## src/rscu_ram.sv

```systemverilog
module rscu_ram #(
  parameter int unsigned WIDTH = 8,
  parameter int unsigned DEPTH = 16
) (
  input  logic                     clk_i,
  input  logic                     we_i,
  input  logic [$clog2(DEPTH)-1:0] waddr_i,
  input  logic [WIDTH-1:0]         wdata_i,
  input  logic [$clog2(DEPTH)-1:0] raddr_i,
  output logic [WIDTH-1:0]         rdata_o
);

  logic [WIDTH-1:0] mem_q [DEPTH];
  logic [WIDTH-1:0] rdata_q;

  always_ff @(posedge clk_i) begin
    if (we_i) begin
      mem_q[waddr_i] <= wdata_i;
    end
    rdata_q <= mem_q[raddr_i];
  end

  assign rdata_o = rdata_q;

endmodule

```

## config.mk

```make
export PLATFORM = sky130hd
export DESIGN_NAME = rscu_ram
export DESIGN_NICKNAME = d
export VERILOG_FILES = /design/src/rscu_ram.sv
export SDC_FILE = /design/constraint.sdc
export NUM_CORES = 1
export LEC_CHECK = 0
export ABC_AREA = 1
export BUFFER_PORTS_ARGS = -buffer_cell sky130_fd_sc_hd__buf_2
export CAP_MARGIN = 40
export CORE_ASPECT_RATIO = 1.75
export CORE_UTILIZATION = 52
export CTS_CLUSTER_SIZE = 12
export DETAILED_ROUTE_END_ITERATION = 10
export GPL_ROUTABILITY_DRIVEN = 0
export PLACE_DENSITY = 0.69
export SETUP_SLACK_MARGIN = 0.1
export SLEW_MARGIN = 20
export SYNTH_ARGS = -nofsm -noshare
export SYNTH_HDL_FRONTEND = slang
export SYNTH_SLANG_ARGS = --single-unit
```

## constraint.sdc

```tcl
create_clock -name clk_i -period 2.99 [get_ports clk_i]
set_input_delay 0.598 -clock clk_i [delete_from_list [all_inputs] [get_ports clk_i]]
set_output_delay 0.598 -clock clk_i [all_outputs]
set_load 0.02 [all_outputs]
```

* Yosys cells after proc, flatten, opt, wreduce, memory -nomap -nowiden
Memories as Yosys holds them, arrays and structs flattened. A register that Yosys moved wholly into a read port is not among the register bits. Cells that the tools add are included.
Word-level totals: bits in registers 0, bits in writable memories 128, bits of input ports 18, word-level logic and storage cells 3, memories kept 1
Cells by class: muxes and demuxes 2
Memories:
- mem_q | depth 16, bits a word 8, read ports 1, clocked after Yosys merged registers in 1, write ports 1, RTL line 13 | logic [WIDTH-1:0] mem_q [DEPTH];
Operators with widths (number):
- two-way mux 1 bit | 2

* Logic depth before layout (Yosys ltp)
depth after elaboration 2, gate-level depth with buffers 8

* Least setup slack after synthesis
Ideal clock, no wire load.
kind input to register, from input waddr_i[2], to memory mem_q[10][0] (enable), library setup time 370 ps, data arrival time 1179 ps, required time 2620 ps, setup slack 1441 ps, stages on the path 2, cells stage by stage nand3b_1 nor2_1
RTL lines:
- start, declared | RTL line 7 | input logic [$clog2(DEPTH)-1:0] waddr_i,
- end, declared | RTL line 13
No word-level cell before the write port.

* Worst setup path after layout
from input waddr_i[2], to memory mem_q[10][3] (enable)
No word-level cell before the write port.

==> PnR_summary.wiki <==
{| class="wikitable"
! Metric !! Value
|-
| Run status || completed
|-
| Buffers added on ports || 25
|-
| Initial cell density of the core || roughly 54%
|-
| Startpoint-to-endpoint class of the critical path || primary input to register
|-
| Met2 layer usage reported by global route || 42.6%
|-
| Number of cells upsized or downsized after cts || 0
|-
| Endpoint type of the worst setup path || register
|-
| Final Max Tran Viols || 0
|-
| Syn-to-layout area delta || 13.9%
|-
| Total number of clock tree sinks || ~140
|-
| Avg Inst Size Synth || 10.5 sq um
|-
| Portion of the post-synthesis area used by sequential elements || 69.4%
|-
| Number of max-cap violations || 0
|-
| Total global routing track utilization || roughly a quarter
|-
| Post-route DRC violation count || 0
|-
| Mux cell area share after synthesis || 0%
|-
| Startpoint type of the worst setup path || primary input
|-
| Syn nets || 569
|-
| Pre-antenna DRT Iters || 5
|-
| Gate Count Post-Synth || ~550
|-
| Filler cell count || 886
|-
| Clock root buffer || sky130_fd_sc_hd__clkbuf_16
|-
| Iteration-0 DRC count of the detailed router || 322
|-
| Unrepaired setup endpoints after global routing || no
|-
| Final WL || between 10000 and 15000 um
|-
| Met1 layer usage reported by global route || 28.4%
|-
| Clock network latency to the later pin of the worst-skew pair || 0.42 ns
|-
| Final Hold Fails || 0
|-
| Netlist area before placement || 5770 sq um
|-
| Vias in the first global route || between 3000 and 4000
|-
| Post-Route Setup TNS || 0 ns
|-
| Total number of yosys warnings || 0
|-
| Instance count along the most critical hold path || 3
|-
| Layer carrying the most global-route usage || met2
|-
| Max VDD drop || 0.607 mV
|-
| Critical path fanouts, max || 8
|-
| Chip height || ~140 um
|-
| Number of cell instances on the worst register-to-register path || 6
|-
| Period utilisation layout || between 50% and 60%
|-
| CTS H-Tree Depth || 4
|-
| Total of hold buffers inserted after clock tree synthesis || 0
|-
| Count of placed standard cells including taps || 687
|-
| Average vias per placed instance || approximately 5.4
|-
| Final layout net count || between 500 and 600
|-
| Normalized max-slew margin || 42.6%
|-
| Remaining number of nets flagged by the antenna check after routing || 0
|-
| Register clock-pin slew on the reported worst setup and hold paths || 0.06 ns
|-
| Layout cells sized above 1 || 10.5%
|-
| Synthesis-stage register bit count || ~140
|-
| Number of placement rows || 50
|-
| Count of unique library cells instantiated by Yosys || 12
|-
| Die extent in x || 81.6 um
|-
| Met3 layer usage reported by global route || approximately 5.9%
|-
| Half-perimeter wire length of the detailed placement result || 7930 um
|-
| Antenna Diode Count || 0
|-
| Worst path arrival time || 1.65 ns
|-
| Pin count of the biggest net entering global routing || 65
|-
| Power density cells || between 700 and 800 nW/um^2
|-
| Total via count in the routed design || 3865
|-
| Finish-stage setup viols || 0
|-
| Maximum clock path buffer count || 2
|-
| Antenna violations before repair || 0
|-
| Path category of the worst min-delay check || primary input to register
|-
| Main combinational cell family by area after synthesis || simple AND/OR/NAND/NOR gates
|-
| Wire length of the first global-routing pass || 19900 um
|-
| Core outline area || 10800 sq um
|-
| Die Outline Area || 11500 sq um
|-
| Complex-gate fraction of the synthesized area || 0%
|-
| Shortest period the worst path allows || ~1.6 ns
|-
| Total CTS buffers || 17
|-
| Most frequent cells in the layout || 173 x sky130_fd_sc_hd__nand2_1, 128 x sky130_fd_sc_hd__edfxtp_1, 100 x sky130_fd_sc_hd__inv_1
|-
| CTS tree || built
|-
| Most common cell after layout, fill and taps aside || sky130_fd_sc_hd__nand2_1
|-
| GRT Residual Overflow || 0
|-
| Worst slew pin tran || 0.857 ns
|-
| Number of cells in the finished layout apart from fillers || a little over 700
|-
| I/O pins || 26
|-
| Combined area of the multi-input logic cells || 1210 sq um
|-
| Adder and majority cell fraction of the synthesized area || 0%
|-
| Data required time of the worst path || between 3 and 4 ns
|-
| Register Area || 4000 sq um
|-
| Post-detailed-route wirelength per cell || 17.7 um
|-
| Reported leakage power || 0.00285 uW
|-
| F_max || 0.618 GHz
|-
| Share of the synthesized netlist area taken by xor and xnor gates || 0%
|-
| Largest clock skew in the final design || 0.00710 ns
|-
| Number of post-CTS setup repair buffers || 0
|-
| Post-synthesis simple-gate area fraction || 21.0%
|}
==> layer usage <==
| layer | wire length [um] | vias to the layer above |
|---|---|---|
| li1 | - | 1825 |
| met1 | 4650 | 1835 |
| met2 | 6850 | 168 |
| met3 | 701 | 37 |
| met4 | 514 | 0 |
| met5 | 0 | - |
==> sequential cells by signal (all words and copies together) (netlist names) <==
signal / flops
mem_q: 128
rdata_o: 8
==> worst paths after layout <==
kind           startpoint      endpoint  slack (ns)
max reg2reg   mem_q[5][3]    rdata_o[3]        1.88
min            raddr_i[3]    rdata_o[6]        0.51
min reg2reg  mem_q[10][6]    rdata_o[6]        0.67
max            waddr_i[2]  mem_q[10][3]        1.37
==> cells in the mapped netlist <==
master                     count  area, sq um
sky130_fd_sc_hd__nand3b_1      2         15.0
sky130_fd_sc_hd__dfxtp_1       8          160
sky130_fd_sc_hd__edfxtp_1    128         3840
sky130_fd_sc_hd__inv_2         2         7.51
sky130_fd_sc_hd__nand3_1      97          485
sky130_fd_sc_hd__buf_4         4         30.0
sky130_fd_sc_hd__buf_1         1         3.75
sky130_fd_sc_hd__inv_1       100          375
sky130_fd_sc_hd__buf_2        13         65.1
sky130_fd_sc_hd__buf_6         6         67.6
sky130_fd_sc_hd__nor2_1       17         63.8
sky130_fd_sc_hd__nand2_1     173          649
==> power breakdown <==
group,internal (uW),leakage [uW],switching (uW),total (uW)
clock,1470,0.000305,750,2220
combinational,70.1,0.00132,197,267
sequential,2130,0.00122,10.8,2140
total,3670,0.00285,957,4630
==> cell families after synthesis <==
logic type,after synthesis
flip-flops,136
AND/OR/NAND/NOR,289
buffers and inverters,126
==> through the flow <==
step / setup WS (ns) / util, % / instance area, sq um / total power (uW) / hold WS, ns
after floorplan: 1.44 / - / 5770 / 2350 / 0.607
after global placement: 1.00 / 55.1 / 5930 / 2440 / 0.652
after detailed placement: 0.982 / 55.1 / 5930 / 2450 / 0.667
after CTS: 1.41 / 61.0 / 6560 / 4640 / 0.499
after global routing: 1.31 / 61.0 / 6570 / 4750 / 0.515
final: 1.37 / 61.0 / 6570 / 4630 / 0.512
==> layout make-up <==
| type | instances | area share (%) |
|---|---|---|
| clock buffer | 18 | 6.53 |
| clock inverter | 14 | 3.12 |
| inverter | 102 | 5.83 |
| multi-input combinational | 289 | 18.5 |
| sequential | 136 | 61.0 |
| tap | 130 | 2.48 |
| timing repair buffer | 31 | 2.59 |
==> critical path, cell delays in order <==
cell	delay, ns
sky130_fd_sc_hd__buf_2	0.12
sky130_fd_sc_hd__nand3b_1	0.24
sky130_fd_sc_hd__nor2_1	0.70
(Power assumes the default switching activity.)
