## src/rscu_vol.sv

```systemverilog
module rscu_vol #(
  parameter int unsigned CB = 16
) (
  input  logic          clk_i,
  input  logic          rst_ni,
  input  logic          start_i,
  input  logic [CB-1:0] len_x_i,
  input  logic [CB-1:0] len_y_i,
  input  logic [CB-1:0] len_z_i,
  output logic          done_o,
  output logic [3*CB-1:0] vol_o
);

  // Three stages: x*y, then the two halves of that product times z, then the sum.
  logic [2:0]      vld_q;
  logic [2*CB-1:0] prod_xy_q;
  logic [CB-1:0]   lz_q;
  logic [2*CB-1:0] part_lo_q;
  logic [2*CB-1:0] part_hi_q;
  logic [3*CB-1:0] vol_q;
  logic [2*CB-1:0] prod_xy_d;
  logic [2*CB-1:0] part_lo_d;
  logic [2*CB-1:0] part_hi_d;
  logic [3*CB-1:0] vol_d;

  assign prod_xy_d = len_x_i * len_y_i;
  assign part_lo_d = prod_xy_q[CB-1:0] * lz_q;
  assign part_hi_d = prod_xy_q[2*CB-1:CB] * lz_q;
  assign vol_d     = {part_hi_q, {CB{1'b0}}} + (3*CB)'(part_lo_q);

  always_ff @(posedge clk_i or negedge rst_ni) begin
    if (!rst_ni) begin
      vld_q <= '0;
    end else begin
      vld_q <= {vld_q[1:0], start_i};
    end
  end

  always_ff @(posedge clk_i) begin
    prod_xy_q <= prod_xy_d;
    lz_q      <= len_z_i;
    part_lo_q <= part_lo_d;
    part_hi_q <= part_hi_d;
    vol_q     <= vol_d;
  end

  assign done_o = vld_q[2];
  assign vol_o  = vol_q;

endmodule

```

## config.mk

```make
export PLATFORM = sky130hd
export DESIGN_NAME = rscu_vol
export DESIGN_NICKNAME = d
export VERILOG_FILES = /design/src/rscu_vol.sv
export SDC_FILE = /design/constraint.sdc
export NUM_CORES = 2
export LEC_CHECK = 0
export BUFFER_PORTS_ARGS = -buffer_cell sky130_fd_sc_hd__buf_2
export CORE_ASPECT_RATIO = 1.1
export CORE_UTILIZATION = 50
export CTS_CLUSTER_SIZE = 30
export DETAILED_ROUTE_END_ITERATION = 10
export PLACE_DENSITY_LB_ADDON = 0.1
export SLEW_MARGIN = 20
export SYNTH_ARGS = -nofsm -noshare
export SYNTH_HDL_FRONTEND = slang
export SYNTH_SLANG_ARGS = --single-unit
```

## constraint.sdc

```tcl
create_clock -name clk_i -period 7.25 [get_ports clk_i]
set_clock_uncertainty 0.2 [all_clocks]
set_input_delay 0.3625 -clock clk_i [delete_from_list [all_inputs] [get_ports clk_i]]
set_output_delay 0.3625 -clock clk_i [all_outputs]
set_load 0.02 [all_outputs]
```

Word level (Yosys, flattened, before mapping):

Cells that the tools add are included.

* $add $sub $neg: 1
* $mul: 3

Operators by type and width (count)
* $mul A16 B16 Y32: 3
* $add A48 B32 Y48: 1

* register bits after elaboration: 163
* input port bits: 51
* output and inout bits: 49
* logic and storage cells: 10

Longest topological paths before layout:

* word-level depth: 1
* gate-level depth with buffers: 23
* depth with buffers taken out: 22

Worst setup path before layout:

OpenSTA, ideal clock, no wires.

* path type: register to register
* start point: register prod_xy_q[10]
* end point: register part_lo_q[30]
* library setup time: 0.118 ns
* arrival: 5.908 ns
* data required time: 6.932 ns
* slack: 1.024 ns
* stages on the path, launching flop included: 20
* buffers on the path: 1
* clock period less this slack: 6.226 ns
* path through: dfxtp_1 > clkbuf_1 > nand2_1 > fa_1 > fa_1 > fa_1 > fa_1 > inv_1 > fa_1 > inv_1 > fa_1 > inv_1 > ha_1 > o21a_1 > or2_2 > a22o_1 > a21o_1 > or4_1 > a211o_1 > xor2_1

* longest elaborated chain between the ends: 1

RTL lines
* from (decl): line 16 `logic [2*CB-1:0] prod_xy_q;`
* from (signal assigned): line 40 `prod_xy_q <= prod_xy_d;`
* $mul A16 B16 Y32: line 27 `assign part_lo_d = prod_xy_q[CB-1:0] * lz_q;`
* named net part_lo_d[30]: line 22 `logic [2*CB-1:0] part_lo_d;`
* to (signal assigned): line 42 `part_lo_q <= part_lo_d;`
* to (decl): line 18 `logic [2*CB-1:0] part_lo_q;`

The timed path passes the listed nets, and every way through them passes these cells.

Worst setup path after layout:

* start point: register lz_q[5]
* end point: register part_hi_q[30]

* longest elaborated chain between the ends: 1

RTL lines
* from (decl): line 17 `logic [CB-1:0] lz_q;`
* from (signal assigned): line 41 `lz_q <= len_z_i;`
* $mul A16 B16 Y32: line 28 `assign part_hi_d = prod_xy_q[2*CB-1:CB] * lz_q;`
* named net part_hi_d[30]: line 23 `logic [2*CB-1:0] part_hi_d;`
* to (signal assigned): line 43 `part_hi_q <= part_hi_d;`
* to (decl): line 19 `logic [2*CB-1:0] part_hi_q;`

The timed path passes the listed nets, and every way through them passes these cells.

==> impl_metrics.tcl <==
set metrics [dict create \
    synthTopCellsByArea "sky130_fd_sc_hd__fa_1 (39%), sky130_fd_sc_hd__ha_1 (14%), sky130_fd_sc_hd__dfxtp_1 (11%), sky130_fd_sc_hd__inv_1 (8.8%), sky130_fd_sc_hd__and2_1 (7.4%)" \
    synth.most_common_cell "sky130_fd_sc_hd__inv_1" \
    grt_pass1_vias 23400 \
    placeableCoreArea_mm2 0.0586 \
    htreeDepth 4 \
    finish.net_count 4265 \
    achievable-frequency_mhz 148 \
    hold_path.class "flop to flop" \
    routed_wire_length_per_instance_um 17.1 \
    dp_hpwl_mm 57.5 \
    synth-main-ff-cell "sky130_fd_sc_hd__dfxtp_1" \
    pin_count 100 \
    routed-wl-met2_mm 35.1 \
    cts_buffers 17 \
    cts.reportedPaths.clkPinSlew_ps 70 \
    rows 93 \
    tightest_slew_ps 803 \
    synth.ff_latch_count 163 \
    netlist_area_mm2 0.0297 \
    synth-compound-area-share_pct 6.16 \
    yosysTopAreaCellShare_pct 39.3 \
    cts_sinks 163 \
    most_instantiated_cells_after_synthesis "sky130_fd_sc_hd__inv_1 (692), sky130_fd_sc_hd__fa_1 (583), sky130_fd_sc_hd__nand2_1 (466)" \
    n_fill_cell 5432 \
    yosys.area_share.adder_pct 53.2 \
    initial_core_util_pct 50.6 \
    postRouteWirelength_mm 69.9 \
    clk_path_buf_depth 2 \
    top_layer_used "met5" \
    area.growth.synth_to_final_pct 7.15 \
    synth_cells 3247 \
    tcrit_tclk_final_pct 93.1 \
    track_usage_pct 24.7 \
    final_setup_violation_count 0 \
    synth_top_family_by_area "adder cells" \
    setup_repair_after_global_routing_missed_its_margin "false" \
    routed-via-count 21100 \
    fraction_of_final_layout_cells_with_drive_strength_greater_than_1_pct 5.88 \
    arrival_ps 6910 \
    met1_length_mm 30.7 \
    critical_path.endpoint_type "flop" \
    timing_hold_violations_final 0 \
    chipWidth_um 234 \
    setup.worst_path.start_class "flop" \
    max_slew_margin_pct 46.4 \
    status "finished clean" \
    largest_net_degree_at_the_start_of_global_routing 33 \
    grt_antenna_before_repair 3 \
    dr.pass1.iters 5 \
    tritoncts_clock_tree "built" \
    synth_top_area_cell "sky130_fd_sc_hd__fa_1" \
    fp.dieArea_mm2 0.0603 \
    global_route_wire_length_before_repair_mm 118 \
    clock_tree.root_cell "sky130_fd_sc_hd__clkbuf_16" \
    hold-worst-slack_ps 128 \
    overflow 0 \
    timing_max_transition_violations_final 0 \
    vias_per_cell 5.18 \
    met3RoutedLength_mm 2.22 \
    post_synth_and_or_nand_nor_area_fraction_pct 15.9 \
    asyncSetResetFlopFracSynth_pct 1.84 \
    route.antenna.remaining_nets 0 \
    synth_warnings 0 \
    maxCapViolations 0 \
    synthMuxAreaShare_pct 0 \
    syn_area_per_cell_um2 9.14 \
    netlist-cell-type-count 63 \
    post_synth_xor_area_fraction_pct 3.39 \
    detail_route.iter0.violations 894 \
    total_drc_errors_in_the_routed_layout 0 \
    number_of_enable_flip_flop_cells_after_synthesis 0 \
    yosysSeqAreaShare_pct 11.0 \
    place.gp.congestion 0.895 \
    fin_crit_ps 6750 \
    worst_skew_pair.late_latency_ps 470 \
    die_height_um 258 \
    io_buffer_count 99 \
    critPathRequiredTime_ps 7400 \
    critPathMaxFanout 16 \
    timing.setup.tns_ps 0 \
    synthesis.nets 4209 \
    worstSetupPathType "flop to flop" \
]
[logic make-up after synthesis]
logic type,count (synthesis)
flip-flops,163
XOR/XNOR,115
adder cells (fa/ha/maj),911
buffers and inverters,819
AND/OR/NAND/NOR,961
AO/OA/AOI/OAI,278
[state kept, by name, summed over array words and instances (netlist names)]
signal / cells
part_lo_q: 32
prod_xy_q: 32
vld_q: 3
part_hi_q: 32
lz_q: 16
vol_o: 48
[stage by stage]
| step | worst slack (ps) | area (µm²) | std cells | utilization, % |
|---|---|---|---|---|
| after floorplan | 1020 | 29700 | 3247 | - |
| final | 497 | 31800 | 4077 | 54.2 |
| after CTS | 330 | 31800 | 4076 | 54.2 |
| after global placement | 455 | 31000 | 4025 | 52.9 |
| after detailed placement | 363 | 31000 | 4025 | 52.9 |
| after global routing | 79.7 | 31800 | 4077 | 54.2 |
[worst max-delay path: stages (launching register included)]
cell,delay (ps)
sky130_fd_sc_hd__dfxtp_1,610
sky130_fd_sc_hd__buf_4,310
sky130_fd_sc_hd__and2_1,180
sky130_fd_sc_hd__fa_1,420
sky130_fd_sc_hd__inv_1,80
sky130_fd_sc_hd__fa_1,410
sky130_fd_sc_hd__inv_1,90
sky130_fd_sc_hd__fa_1,440
sky130_fd_sc_hd__fa_1,530
sky130_fd_sc_hd__fa_1,490
sky130_fd_sc_hd__inv_1,50
sky130_fd_sc_hd__fa_1,470
sky130_fd_sc_hd__inv_1,40
sky130_fd_sc_hd__ha_1,350
sky130_fd_sc_hd__a21oi_1,220
sky130_fd_sc_hd__o21ai_0,230
sky130_fd_sc_hd__nor4_1,330
sky130_fd_sc_hd__a2111oi_2,170
sky130_fd_sc_hd__or3_1,430
sky130_fd_sc_hd__a221oi_1,290
sky130_fd_sc_hd__o21ai_0,130
sky130_fd_sc_hd__xor2_1,140
[area by class of cell]
type                            instances  area [µm²]  area share, %
Clock inverter                         14         159          0.500
Clock buffer                           18         429           1.35
Sequential cell                       163        3280           10.3
Tap cell                              760         951           2.99
Timing Repair Buffer                  164        1060           3.32
Multi-Input combinational cell       2265       23300           73.4
Inverter                              692        2600           8.17
Antenna cell                            1        2.50        0.00787
[metal layers]
layer  global-route usage (%)  up-vias
met2                     43.6      411
met5                        0        -
li1                         -     9889
met3                     3.15       99
met4                     7.76        4
met1                     31.3    10700
[what timing repair did]
action	in CTS	in global routing
endpoints found under the setup margin	0	1
hold buffers	19	0
hold endpoints to repair	20	0
resized for setup	0	2
setup buffers	0	0
[path summary, 6_finish.rpt]
check	slack, ps	depth (start not counted)	startpoint	to
setup / recovery	500	21	lz_q[5]	part_hi_q[30]
hold / removal	130	0	part_lo_q[10]	vol_o[10]
setup reg to reg	500	21	lz_q[5]	part_hi_q[30]
hold reg to reg	130	0	part_lo_q[10]	vol_o[10]
max in group asynchronous	6150	3	rst_ni	vld_q[0]
min in group asynchronous	560	3	rst_ni	vld_q[1]
[cells in the final DEF (no fill, tap or decap), drive strengths merged, types with 11 or more instances in the layout]
master / n
dlygate4sd3: 19
a21o: 46
xnor2: 73
o21bai: 17
buf: 145
nor2: 46
nor3: 11
and3: 12
a211oi: 12
and2: 351
a21oi: 89
nand4: 11
dfxtp: 160
ha: 328
nand2b: 12
xor2: 42
clkbuf: 18
o21ai: 47
inv: 702
nand3: 22
fa: 583
a31oi: 11
nand2: 466
Power is left out: the tool's default activity adds up to more than one toggle a clock period on the data nets, which glitch-free logic cannot reach.
